## src/rtl/wsfe_pkg.sv

```systemverilog
package wsfe_pkg;

	localparam int unsigned QDEPTH = 2;
	localparam int unsigned QPTR_W = $clog2(QDEPTH);
	localparam int unsigned QCNT_W = $clog2(QDEPTH + 1);

	localparam int unsigned LEN_W = 63;
	localparam int unsigned STEP_W = 4;

	localparam logic [LEN_W-1:0] LEN7_MAX = LEN_W'(125);
	localparam logic [LEN_W-1:0] LEN16_MAX = LEN_W'(16'hFFFF);
	localparam logic [6:0] LEN7_EXT16 = 7'd126;
	localparam logic [6:0] LEN7_EXT64 = 7'd127;

	typedef enum logic [1:0] {
		CMD_HDR,
		CMD_PAY,
		CMD_ERR
	} kind_t;

	typedef enum logic [1:0] {
		EXT_NONE,
		EXT_16,
		EXT_64
	} ext_t;

	// one queue entry: a whole header burst, a payload byte or an error
	typedef struct packed {
		kind_t            kind;
		ext_t             ext;
		logic [7:0]       hdr0;
		logic [7:0]       hdr1;
		logic [LEN_W-1:0] len;
		logic             msk;
		logic [31:0]      key;
		logic             pay_valid;
		logic [7:0]       pay_byte;
		logic             pay_end;
		logic [STEP_W-1:0] nlast;
	} cmd_t;

	function automatic logic [7:0] key_byte(input logic [31:0] key, input logic [1:0] idx);
		logic [7:0] b;
		case (idx)
			2'd0: b = key[31:24];
			2'd1: b = key[23:16];
			2'd2: b = key[15:8];
			2'd3: b = key[7:0];
			default: b = key[31:24];
		endcase
		return b;
	endfunction

	function automatic logic [STEP_W-1:0] ext_count(input ext_t ext);
		logic [STEP_W-1:0] n;
		case (ext)
			EXT_16: n = STEP_W'(2);
			EXT_64: n = STEP_W'(8);
			default: n = '0;
		endcase
		return n;
	endfunction

endpackage

```

## src/rtl/wsfe_in_if.sv

```systemverilog
interface wsfe_in_if;
	logic        valid;
	logic        ready;
	logic [7:0]  payload_byte;
	logic        frame_start;
	logic [62:0] frame_length;
	logic        fin_flag;
	logic [2:0]  reserved_bits;
	logic [3:0]  frame_opcode;
	logic        mask_enable;
	logic [31:0] mask_key;

	modport source (
		output valid, payload_byte, frame_start, frame_length, fin_flag,
		       reserved_bits, frame_opcode, mask_enable, mask_key,
		input  ready
	);
	modport sink (
		input  valid, payload_byte, frame_start, frame_length, fin_flag,
		       reserved_bits, frame_opcode, mask_enable, mask_key,
		output ready
	);
endinterface

```

## src/rtl/wsfe_out_if.sv

```systemverilog
interface wsfe_out_if;
	logic       valid;
	logic       ready;
	logic [7:0] out_byte;
	logic       run_last;
	logic       frame_end;
	logic       error_flag;

	modport source (
		output valid, out_byte, run_last, frame_end, error_flag,
		input  ready
	);
	modport sink (
		input  valid, out_byte, run_last, frame_end, error_flag,
		output ready
	);
endinterface

```

## src/rtl/wsfe_front.sv

```systemverilog
module wsfe_front import wsfe_pkg::*; (
	input  logic       clk,
	input  logic       arst_n,
	wsfe_in_if.sink    item,
	input  logic       q_full,
	output logic       push,
	output cmd_t       cmd
);

	logic [LEN_W-1:0] left_q;
	logic [31:0]      key_q;
	logic             mask_q;
	logic [1:0]       idx_q;
	logic             open_q;

	logic             len_nz;
	logic [STEP_W-1:0] key_n;

	assign item.ready = !q_full;
	assign push = item.valid && !q_full;
	assign len_nz = item.frame_length != '0;
	assign key_n = item.mask_enable ? STEP_W'(4) : '0;

	always_comb begin
		cmd = '0;
		if (item.frame_start) begin
			cmd.kind = CMD_HDR;
			cmd.hdr0 = {item.fin_flag, item.reserved_bits, item.frame_opcode};
			if (item.frame_length <= LEN7_MAX) begin
				cmd.ext = EXT_NONE;
				cmd.hdr1 = {item.mask_enable, item.frame_length[6:0]};
			end else if (item.frame_length <= LEN16_MAX) begin
				cmd.ext = EXT_16;
				cmd.hdr1 = {item.mask_enable, LEN7_EXT16};
			end else begin
				cmd.ext = EXT_64;
				cmd.hdr1 = {item.mask_enable, LEN7_EXT64};
			end
			cmd.len = item.frame_length;
			cmd.msk = item.mask_enable;
			cmd.key = item.mask_key;
			cmd.pay_valid = len_nz;
			cmd.pay_byte = item.payload_byte ^
				(item.mask_enable ? item.mask_key[31:24] : 8'h00);
			cmd.pay_end = item.frame_length == LEN_W'(1);
			cmd.nlast = STEP_W'(1) + ext_count(cmd.ext) + key_n + STEP_W'(len_nz);
		end else if (open_q) begin
			cmd.kind = CMD_PAY;
			cmd.pay_valid = 1'b1;
			cmd.pay_byte = item.payload_byte ^ (mask_q ? key_byte(key_q, idx_q) : 8'h00);
			cmd.pay_end = left_q == LEN_W'(1);
		end else begin
			cmd.kind = CMD_ERR;
		end
	end

	always_ff @(posedge clk or negedge arst_n) begin
		if (!arst_n) begin
			left_q <= '0;
			key_q <= '0;
			mask_q <= 1'b0;
			idx_q <= '0;
			open_q <= 1'b0;
		end else if (push) begin
			if (item.frame_start) begin
				key_q <= item.mask_key;
				mask_q <= item.mask_enable;
				idx_q <= {1'b0, len_nz};
				left_q <= item.frame_length - LEN_W'(len_nz);
				open_q <= item.frame_length > LEN_W'(1);
			end else if (open_q) begin
				idx_q <= idx_q + 2'd1;
				left_q <= left_q - LEN_W'(1);
				open_q <= left_q != LEN_W'(1);
			end
		end
	end

endmodule

```

## src/rtl/wsfe_queue.sv

```systemverilog
module wsfe_queue import wsfe_pkg::*; (
	input  logic clk,
	input  logic arst_n,
	input  logic push,
	input  cmd_t push_data,
	input  logic pop,
	output cmd_t head,
	output logic empty,
	output logic full
);

	cmd_t              mem_q [QDEPTH];
	logic [QPTR_W-1:0] wr_q;
	logic [QPTR_W-1:0] rd_q;
	logic [QCNT_W-1:0] cnt_q;

	assign head = mem_q[rd_q];
	assign empty = cnt_q == '0;
	assign full = cnt_q == QCNT_W'(QDEPTH);

	always_ff @(posedge clk) begin
		if (push) begin
			mem_q[wr_q] <= push_data;
		end
	end

	always_ff @(posedge clk or negedge arst_n) begin
		if (!arst_n) begin
			wr_q <= '0;
			rd_q <= '0;
			cnt_q <= '0;
		end else begin
			if (push) begin
				wr_q <= (wr_q == QPTR_W'(QDEPTH - 1)) ? '0 : wr_q + QPTR_W'(1);
			end
			if (pop) begin
				rd_q <= (rd_q == QPTR_W'(QDEPTH - 1)) ? '0 : rd_q + QPTR_W'(1);
			end
			if (push && !pop) begin
				cnt_q <= cnt_q + QCNT_W'(1);
			end else if (pop && !push) begin
				cnt_q <= cnt_q - QCNT_W'(1);
			end
		end
	end

endmodule

```

## src/rtl/wsfe_back.sv

```systemverilog
module wsfe_back import wsfe_pkg::*; (
	input  logic       clk,
	input  logic       arst_n,
	input  cmd_t       head,
	input  logic       q_empty,
	output logic       pop,
	wsfe_out_if.source result
);

	logic [STEP_W-1:0] step_q;
	logic              valid_q;
	logic [7:0]        byte_q;
	logic              last_q;
	logic              end_q;
	logic              err_q;

	logic              adv;
	logic              last;
	logic [STEP_W-1:0] ext_n;
	logic [STEP_W-1:0] e;
	logic [STEP_W-1:0] k;
	logic [63:0]       word;
	logic [2:0]        sel;
	logic [7:0]        byte_d;
	logic              end_d;

	assign adv = !q_empty && (!valid_q || result.ready);
	assign last = step_q == head.nlast;
	assign pop = adv && last;

	assign ext_n = ext_count(head.ext);
	assign e = step_q - STEP_W'(2);
	assign k = e - ext_n;
	assign word = {1'b0, head.len};
	assign sel = 3'd7 - e[2:0];

	always_comb begin
		if (head.kind != CMD_HDR) begin
			byte_d = head.pay_byte;
		end else if (step_q == '0) begin
			byte_d = head.hdr0;
		end else if (step_q == STEP_W'(1)) begin
			byte_d = head.hdr1;
		end else if (e < ext_n) begin
			if (head.ext == EXT_16) begin
				byte_d = e[0] ? head.len[7:0] : head.len[15:8];
			end else begin
				byte_d = word[{sel, 3'b000} +: 8];
			end
		end else if (head.msk && k < STEP_W'(4)) begin
			byte_d = key_byte(head.key, k[1:0]);
		end else begin
			byte_d = head.pay_byte;
		end
	end

	always_comb begin
		case (head.kind)
			CMD_PAY: end_d = head.pay_end;
			CMD_HDR: end_d = head.pay_valid ? head.pay_end : 1'b1;
			default: end_d = 1'b0;
		endcase
	end

	always_ff @(posedge clk or negedge arst_n) begin
		if (!arst_n) begin
			step_q <= '0;
			valid_q <= 1'b0;
		end else begin
			if (adv) begin
				step_q <= last ? '0 : step_q + STEP_W'(1);
				valid_q <= 1'b1;
			end else if (result.ready) begin
				valid_q <= 1'b0;
			end
		end
	end

	always_ff @(posedge clk) begin
		if (adv) begin
			byte_q <= byte_d;
			last_q <= last;
			end_q <= last && end_d;
			err_q <= head.kind == CMD_ERR;
		end
	end

	assign result.valid = valid_q;
	assign result.out_byte = byte_q;
	assign result.run_last = last_q;
	assign result.frame_end = end_q;
	assign result.error_flag = err_q;

endmodule

```

## src/rtl/websocket_frame_encoder_core.sv

```systemverilog
// Items are registered in the command queue, result bytes in the output register.
// One result byte per cycle while the output is ready; a payload item gives one
// byte, a start item a burst of the output sequencer (header, length, key, byte).
// Input stalls only when the two-entry command queue is full, either behind a
// header burst or behind a stalled output.
// Reset (arst_n low, asynchronous): frame state, queue and output valid cleared.
module websocket_frame_encoder_core import wsfe_pkg::*; (
	input  logic       clk,
	input  logic       arst_n,
	wsfe_in_if.sink    item,
	wsfe_out_if.source result
);

	logic push;
	logic pop;
	cmd_t cmd;
	cmd_t head;
	logic q_empty;
	logic q_full;

	wsfe_front u_front (
		.clk    (clk),
		.arst_n (arst_n),
		.item   (item),
		.q_full (q_full),
		.push   (push),
		.cmd    (cmd)
	);

	wsfe_queue u_queue (
		.clk       (clk),
		.arst_n    (arst_n),
		.push      (push),
		.push_data (cmd),
		.pop       (pop),
		.head      (head),
		.empty     (q_empty),
		.full      (q_full)
	);

	wsfe_back u_back (
		.clk     (clk),
		.arst_n  (arst_n),
		.head    (head),
		.q_empty (q_empty),
		.pop     (pop),
		.result  (result)
	);

	a_no_overflow: assert property (@(posedge clk) disable iff (!arst_n)
		push |-> !q_full || pop)
		else $error("command queue overflow");

	a_push_visible: assert property (@(posedge clk) disable iff (!arst_n)
		push |=> !q_empty)
		else $error("pushed command not visible");

	a_error_shape: assert property (@(posedge clk) disable iff (!arst_n)
		result.valid && result.error_flag |->
			result.out_byte == 8'h00 && result.run_last && !result.frame_end)
		else $error("malformed error result");

	a_end_is_last: assert property (@(posedge clk) disable iff (!arst_n)
		result.valid && result.frame_end |-> result.run_last)
		else $error("frame end before last byte of transfer");

endmodule

```

## src/flat_wrapper.sv

```systemverilog
// flat-port wrapper written by rule: the top's interface ports become plain ports
module websocket_frame_encoder_core_flat import wsfe_pkg::*;
  (clk, arst_n, item_valid, item_payload_byte, item_frame_start, item_frame_length, item_fin_flag, item_reserved_bits, item_frame_opcode, item_mask_enable, item_mask_key, item_ready, result_valid, result_out_byte, result_run_last, result_frame_end, result_error_flag, result_ready);
  wsfe_in_if item_i ();
  wsfe_out_if result_i ();
  input  logic clk;
  input  logic arst_n;
  input wire logic [$bits(item_i.valid)-1:0] item_valid;
  input wire logic [$bits(item_i.payload_byte)-1:0] item_payload_byte;
  input wire logic [$bits(item_i.frame_start)-1:0] item_frame_start;
  input wire logic [$bits(item_i.frame_length)-1:0] item_frame_length;
  input wire logic [$bits(item_i.fin_flag)-1:0] item_fin_flag;
  input wire logic [$bits(item_i.reserved_bits)-1:0] item_reserved_bits;
  input wire logic [$bits(item_i.frame_opcode)-1:0] item_frame_opcode;
  input wire logic [$bits(item_i.mask_enable)-1:0] item_mask_enable;
  input wire logic [$bits(item_i.mask_key)-1:0] item_mask_key;
  output wire logic [$bits(item_i.ready)-1:0] item_ready;
  output wire logic [$bits(result_i.valid)-1:0] result_valid;
  output wire logic [$bits(result_i.out_byte)-1:0] result_out_byte;
  output wire logic [$bits(result_i.run_last)-1:0] result_run_last;
  output wire logic [$bits(result_i.frame_end)-1:0] result_frame_end;
  output wire logic [$bits(result_i.error_flag)-1:0] result_error_flag;
  input wire logic [$bits(result_i.ready)-1:0] result_ready;
  assign item_i.valid = item_valid;
  assign item_i.payload_byte = item_payload_byte;
  assign item_i.frame_start = item_frame_start;
  assign item_i.frame_length = item_frame_length;
  assign item_i.fin_flag = item_fin_flag;
  assign item_i.reserved_bits = item_reserved_bits;
  assign item_i.frame_opcode = item_frame_opcode;
  assign item_i.mask_enable = item_mask_enable;
  assign item_i.mask_key = item_mask_key;
  assign item_ready = item_i.ready;
  assign result_valid = result_i.valid;
  assign result_out_byte = result_i.out_byte;
  assign result_run_last = result_i.run_last;
  assign result_frame_end = result_i.frame_end;
  assign result_error_flag = result_i.error_flag;
  assign result_i.ready = result_ready;
  websocket_frame_encoder_core u_core (.clk(clk), .arst_n(arst_n), .item(item_i), .result(result_i));
endmodule
```

## config.mk

```make
export PLATFORM = sky130hd
export DESIGN_NAME = websocket_frame_encoder_core_flat
export DESIGN_NICKNAME = d
export VERILOG_FILES = /design/src/rtl/wsfe_pkg.sv /design/src/rtl/wsfe_in_if.sv /design/src/rtl/wsfe_out_if.sv /design/src/rtl/wsfe_front.sv /design/src/rtl/wsfe_queue.sv /design/src/rtl/wsfe_back.sv /design/src/rtl/websocket_frame_encoder_core.sv /design/src/flat_wrapper.sv
export SDC_FILE = /design/constraint.sdc
export NUM_CORES = 1
export LEC_CHECK = 0
export BUFFER_PORTS_ARGS = -buffer_cell sky130_fd_sc_hd__buf_2
export CORE_ASPECT_RATIO = 0.75
export CORE_MARGIN = 5
export CORE_UTILIZATION = 47
export CTS_CLUSTER_SIZE = 30
export DETAILED_ROUTE_END_ITERATION = 10
export PLACE_DENSITY = 0.75
export SYNTH_ARGS = -nofsm -noshare
export SYNTH_HDL_FRONTEND = slang
export SYNTH_SLANG_ARGS = --single-unit
```

## constraint.sdc

```tcl
create_clock -name clk -period 8.8 [get_ports clk]
set_input_delay 0.88 -clock clk [delete_from_list [all_inputs] [get_ports clk]]
set_output_delay 0.88 -clock clk [all_outputs]
set_load 0.01 [all_outputs]
```

======== After elaboration in Yosys (flattened, before gate mapping) ========
Memories as Yosys holds them, arrays and structs flattened.
Index checks and enable logic that the tools add are counted.
word-level totals
  RAM bits ................................ 260
  input port bits ......................... 117
  memories kept ........................... 1
  logic and storage cells ................. 125
  bits in registers ....................... 119
  output and inout bits ................... 13
memory list
  memory                depth  bits a word  rd ports  clocked after memory_dff  wr ports  line              RTL
  u_core.u_queue.mem_q  2      130          1         0                         1         wsfe_queue.sv:12  cmd_t mem_q [QDEPTH];
operators by class
  order comparisons ....................... 5
  muxes and demuxes ....................... 45
  shifts and indexed selects .............. 1
  eq/ne operators ......................... 18
  reduce and logical (&&, ||, !) cells .... 25
  bitwise gates (word level) .............. 2
  add/subtract/negate cells ............... 14
operator list
  kind                   number
  $eq 63x1->1 const B    2
  $mux 63                2
  $mux 114               1
  $mux 8                 11
  $pmux 8 s4             2
  $shiftx 64x7->8        1
  $gt 63x1->1 const B    1
  $le 63x16->1 const B   1
  $le 63x7->1 const B    1
  $ne 63x1->1 const B    1
  $reduce_bool 63->1     1
  $sub 63x1->63          1
  $sub 63x1->63 const B  1
  $mux 10                2
  $mux 2                 9
  $eq 2x2->1 const B     8
  $pmux 4 s2             2
  $xor 8x8->8            2
  $mux 4                 3
  $eq 2x1->1 const B     5
  $mux 1                 10
  $logic_not 2->1        4
  $reduce_bool 2->1      4
  $logic_and 1x1->1      7
  other kinds (21)       28

======== Logic depth before layout (Yosys ltp) ========
  depth in word-level cells ............... 11
  depth in mapped cells ................... 15
  mapped depth without buffers ............ 12

======== By module ========
From an unflattened synthesis, not the netlist that was laid out.
unflattened totals
  cells, all modules ...................... 1768
  area, all modules ....................... 20657.3 µm²
by module, submodules not included
  module      cells each  area an instance (µm²)  times used
  wsfe_queue  421         9943.3                  1
  wsfe_front  1135        8569.5                  1
  wsfe_back   212         2144.6                  1

======== Least setup slack after synthesis ========
No wires, ideal clock.
  kind .................................... input port to flip-flop
  from .................................... input port item_valid
  to ...................................... memory u_core.u_queue.mem_q[0][0] (netlist name), enable pin
  library setup time ...................... 0.619 ns
  stages on the path ...................... 2
  slack ................................... 1.781 ns
  data required time ...................... 8.181 ns
  arrival ................................. 6.400 ns
  cells stage by stage .................... nand2_1 > nor2_1
on the way
  word-level cells in the longest chain between the ends .. 3
RTL lines
  item                          line               RTL
  start: declaration            flat_wrapper.sv:8  input wire logic [$bits(item_i.valid)-1:0] item_valid;
  $logic_and 1x1->1             wsfe_front.sv:20   assign push = item.valid && !q_full;
  $mux 1                        wsfe_queue.sv:22   if (push) begin
  $mux 1 (not written as such)  wsfe_queue.sv:23   mem_q[wr_q] <= push_data;
  end: declaration              wsfe_queue.sv:12
Every way passes these cells.

======== Worst setup path after layout ========
  from .................................... register u_core.u_queue.rd_q
  to ...................................... register u_core.u_back.byte_q[1] (netlist: u_core.u_back.result.out_byte[1]), data pin
on the way
  word-level cells in the longest chain between the ends .. 11
RTL lines
  item                                             line                             RTL
  start: declaration                               wsfe_queue.sv:14                 logic [QPTR_W-1:0] rd_q;
  start signal: assignment                         wsfe_queue.sv:37                 rd_q <= (rd_q == QPTR_W'(QDEPTH - 1)) ? '0 : rd_q + QPTR_W'(1);
  $mem_v2 2x130 *                                  -
  $eq 2x2->1 or $eq 2x1->1 (tied branches)         wsfe_pkg.sv:56, wsfe_back.sv:45
  $pmux 4 s2                                       wsfe_pkg.sv:56                   case (ext)
  $sub 4x4->4                                      wsfe_back.sv:33                  assign k = e - ext_n;
  $lt 4x3->1, or another cell as far along         wsfe_back.sv:50                  end else if (head.msk && k < STEP_W'(4)) begin
  $logic_and 1x1->1 or $pmux 8 s4 (tied branches)  wsfe_back.sv:50, wsfe_pkg.sv:44
  $mux 8                                           wsfe_back.sv:50
  $mux 8                                           wsfe_back.sv:44                  end else if (e < ext_n) begin
  $mux 8                                           wsfe_back.sv:42                  end else if (step_q == STEP_W'(1)) begin
  $mux 8                                           wsfe_back.sv:40                  end else if (step_q == '0) begin
  $mux 8 *                                         wsfe_back.sv:38                  if (head.kind != CMD_HDR) begin
  via u_core.u_back.byte_d[1]                      wsfe_back.sv:24                  logic [7:0] byte_d;
  end signal: assignment                           wsfe_back.sv:81                  byte_q <= byte_d;
  end: declaration                                 wsfe_back.sv:12                  logic [7:0] byte_q;
The timed path passes the listed nets; every way through them passes the cells marked *.
A chain may end at the register's enable or synchronous reset.

==> results.yml <==
status:
  run_status: "complete, no violations"
timing:
  minimum_setup_slack_in_the_final_design_ps: 4381
  transition_time_at_the_pin_with_the_least_slew_margin_ps: 1175
  worst_clock_skew_ps: 19.18
  achievable-frequency_mhz: 226.3
  final_period_minus_worst_setup_slack_ps: 4419
  final_hold_viol_count: 0
  finalSetupViolCount: 0
  grt_setup_unrepaired: "no"
  finalMaxSlewViolations: 0
  timing.setup.tns_ps: 0
  timing.final.crit_share: 0.5022
  slew-limit-headroom: 0.2099
floorplan:
  rows: 64
  start_util: 0.4770
  die_x_um: 245.1
  die-area_um2: 45660
  total_core_area_um2: 40840
  die_y_um: 186.3
  pin_count: 130
routing:
  detailedRoute.firstPassIterationCount: 6
  route.vias.total: 14750
  ant_nets: 0
  routed_via_density: 6.309
  post-route-drc-count: 0
  drt-wirelength-per-cell_um: 25.48
  detail_route.wirelength_um: 59540
  detail_route.iter0.violations: 1899
cts:
  max-clock-path-buffers: 3
  cts_repair_resize_count: 0
  ctsHtreeMaxLevel: 2
  clock_insertion_delay_worst_skew_ps: 560
  clk_root_buffer_cell: "sky130_fd_sc_hd__clkbuf_16"
  hold_buffers: 0
  cts_tree: "done"
  total_clock_buffers_created_by_cts: 40
  cts_setup_buffers: 0
  clkSinkCount: 377
  clk_pin_slew_ps: 60
setup_path:
  cp_endpoint_kind: "flip-flop"
  cp_max_fo: 45
  worst_path_dominant_cell_family: "multiplexers"
  cpMaxStageDelayCell: "sky130_fd_sc_hd__dfrtp_4"
  worstReg2RegStart: "u_core.u_queue.rd_q"
  crit_path_cell_trace: "or3b_2 -> and2_1 -> inv_1 -> ha_1 -> mux4_2 -> mux2i_1 -> or2_2 -> a21oi_1 -> o32a_1"
  r2r-end: "u_core.u_back.result.out_byte[1]"
  crit_path_start: "u_core.u_queue.rd_q"
  r2r_slack_ps: 4380
  timing.critical_path.from_type: "flip-flop"
  cp_slowest_stage_delay_ps: 910
  critical_path_arrival_ps: 4730
  worst-r2r-cell-count: 9
  crit_type: "reg2reg"
  critical_path.n_buffers_inverters: 1
  worstPathRequired_ps: 9110
global_route:
  antenna_violations_before_repair: 14
  globalRouteTotalUtil: 0.2551
  remaining_global_route_overflow: 0
  vias_in_the_first_global_route: 14390
  grt_max_degree: 86
  grt_first_pass_wirelength_um: 89880
finish:
  finalNetCount: 1902
  syn2layout_area_growth_pct: 13.33
  drive_gt1_frac: 0.1819
  filler_cell_count: 3462
yosys:
  synthMuxAreaShare: 0.09056
  synth.net_count: 1809
  yosys-top-cells-area: "sky130_fd_sc_hd__edfxtp_1 (41%), sky130_fd_sc_hd__dfrtp_1 (14%), sky130_fd_sc_hd__mux4_2 (5.2%), sky130_fd_sc_hd__nand2_1 (3.9%), sky130_fd_sc_hd__and2_1 (3.6%)"
  proportion_of_synthesized_flip_flops_having_asynchronous_set_or_reset: 0.2865
  synth-xor-area-share: 0.03866
  ys_warn_count: 0
  main_combinational_cell_family_by_area_after_synthesis: "simple AND/OR/NAND/NOR gates"
  synth_area_per_cell_um2: 11.64
  post_synth_instance_area_um2: 19480
  share_of_the_synthesized_area_in_compound_gates_ao_oa_aoi_oai: 0.09627
  seq_cells_post_synth: 377
  synth.cells.most_frequent: "sky130_fd_sc_hd__edfxtp_1 (269), sky130_fd_sc_hd__nand2_1 (200), sky130_fd_sc_hd__and2_1 (112), sky130_fd_sc_hd__dfrtp_1 (108), sky130_fd_sc_hd__nor2_1 (106)"
  synth_simple_gate_area_frac: 0.1859
  yosys.area_share.adder: 0.01156
  number_of_enable_flip_flop_cells_after_synthesis: 269
  fraction_of_the_yosys_area_taken_by_sequential_cells: 0.5534
  netlist.top_cell.by_area: "sky130_fd_sc_hd__edfxtp_1"
  syn_inst: 1674
  synth_flop_cell: "sky130_fd_sc_hd__edfxtp_1"
  netlist.area_leader.share: 0.4146
  synthMostInstantiatedCell: "sky130_fd_sc_hd__edfxtp_1"
  synth.distinct_cells: 74
placed_design:
  post-dp-hpwl_um: 42070
  place.gp.congestion: 0.9603
  dp_slack_ps: 3953
  portBuffers: 129
pwr:
  cellPowerDensity_nw_per_um2: 326.7
  max-vdd-ir-drop_mv: 0.2576
  p_total_w: 0.007212
  power.leakage_nw: 8.097
job:
  maxCapViolCount: 0
hold_path:
  hp-class: "in2async"
## cells in the final DEF, fill, tap and decap left out, types with 13 or more instances in the layout
cell type / instances
sky130_fd_sc_hd__nor4_1: 33
sky130_fd_sc_hd__and2_1: 112
sky130_fd_sc_hd__xnor2_1: 37
sky130_fd_sc_hd__a21oi_1: 60
sky130_fd_sc_hd__mux4_2: 45
sky130_fd_sc_hd__nand3_1: 33
sky130_fd_sc_hd__nor2_1: 104
sky130_fd_sc_hd__a211oi_1: 20
sky130_fd_sc_hd__buf_2: 127
sky130_fd_sc_hd__nand2_1: 199
sky130_fd_sc_hd__or4_1: 13
sky130_fd_sc_hd__or3_1: 21
sky130_fd_sc_hd__and3_1: 17
sky130_fd_sc_hd__mux2_2: 24
sky130_fd_sc_hd__inv_1: 21
sky130_fd_sc_hd__mux2i_1: 48
sky130_fd_sc_hd__o21ai_0: 40
sky130_fd_sc_hd__nand4_1: 24
sky130_fd_sc_hd__xor2_1: 49
sky130_fd_sc_hd__o22ai_1: 39
sky130_fd_sc_hd__ha_1: 18
sky130_fd_sc_hd__dfrtp_1: 107
sky130_fd_sc_hd__edfxtp_1: 269
sky130_fd_sc_hd__a221oi_1: 13
sky130_fd_sc_hd__or2_2: 13
sky130_fd_sc_hd__nor3_1: 44
sky130_fd_sc_hd__buf_4: 22
sky130_fd_sc_hd__clkbuf_16: 41
## cell type report
class,count,area (um^2),share of cell area
Antenna cell,11,27.53,0.001247
Timing Repair Buffer,149,800.8,0.03627
Sequential cell,377,10780,0.4885
Clock buffer,52,1127,0.05106
Tap cell,528,660.6,0.02992
Clock inverter,21,330.3,0.01496
Multi-Input combinational cell,1178,8268,0.3745
Inverter,21,78.83,0.003570
## layer usage
layer  routed length [um]  global-route usage  up-vias
met5                   27                   0        -
met1                26190              0.3909     7358
met3                 6235             0.06136       88
met2                25690              0.3632      764
met4                 1406             0.07334        4
li1                     -                   -     6531
## flip-flops by register name, indices dropped and copies added, names as in the netlist, 2 cells and up
name	cells
u_core.u_front.left_q	63
u_core.u_queue.mem_q	258
u_core.u_front.idx_q	2
u_core.u_back.result.out_byte	8
u_core.u_front.key_q	32
u_core.u_queue.cnt_q	2
u_core.u_back.step_q	4
## worst register-to-register path, cell delays in order, from the launching register on
cell and delay [ps]:
sky130_fd_sc_hd__dfrtp_4 910, sky130_fd_sc_hd__or3b_2 320, sky130_fd_sc_hd__and2_1 340, sky130_fd_sc_hd__inv_1 150
sky130_fd_sc_hd__ha_1 910, sky130_fd_sc_hd__mux4_2 420, sky130_fd_sc_hd__mux2i_1 530, sky130_fd_sc_hd__or2_2 210
sky130_fd_sc_hd__a21oi_1 70, sky130_fd_sc_hd__o32a_1 320
## worst max-delay path by stage
stage / to / slack, ps / depth (start not counted)
finish: u_core.u_back.result.out_byte[1] / 4380 / 9
global placement: u_core.u_front.left_q[48] / 4030 / 13
global route: u_core.u_back.result.out_byte[1] / 4130 / 9
floorplan: u_core.u_queue.mem_q[0][0] / 1780 / 2
CTS: u_core.u_back.result.out_byte[1] / 4450 / 9
detailed placement: u_core.u_front.left_q[48] / 3950 / 13
## through the flow
step / hold WS, ps / util / std cells / instance area [um^2]
floorplan: 445.3 / - / 1674 / 19480
global placement: 458.1 / 0.5042 / 2253 / 20590
detailed placement: 462.6 / 0.5042 / 2253 / 20590
CTS: 446.4 / 0.5399 / 2326 / 22050
global route: 474.1 / 0.5405 / 2336 / 22070
finish: 432.4 / 0.5406 / 2337 / 22080
## where the power goes
group	internal [W]	total, W	switching [W]
Combinational	0.000969	0.00242	0.00145
Clock	0.00112	0.00185	0.000727
Sequential	0.00253	0.00295	0.000416
## logic make-up after synthesis
family	after synthesis
AO/OA/AOI/OAI	272
buffers and inverters	119
AND/OR/NAND/NOR	685
flip-flops	377
multiplexers	117
adder cells (fa/ha/maj)	18
XOR/XNOR	86
No activity file was read; power rests on OpenSTA's default activity.
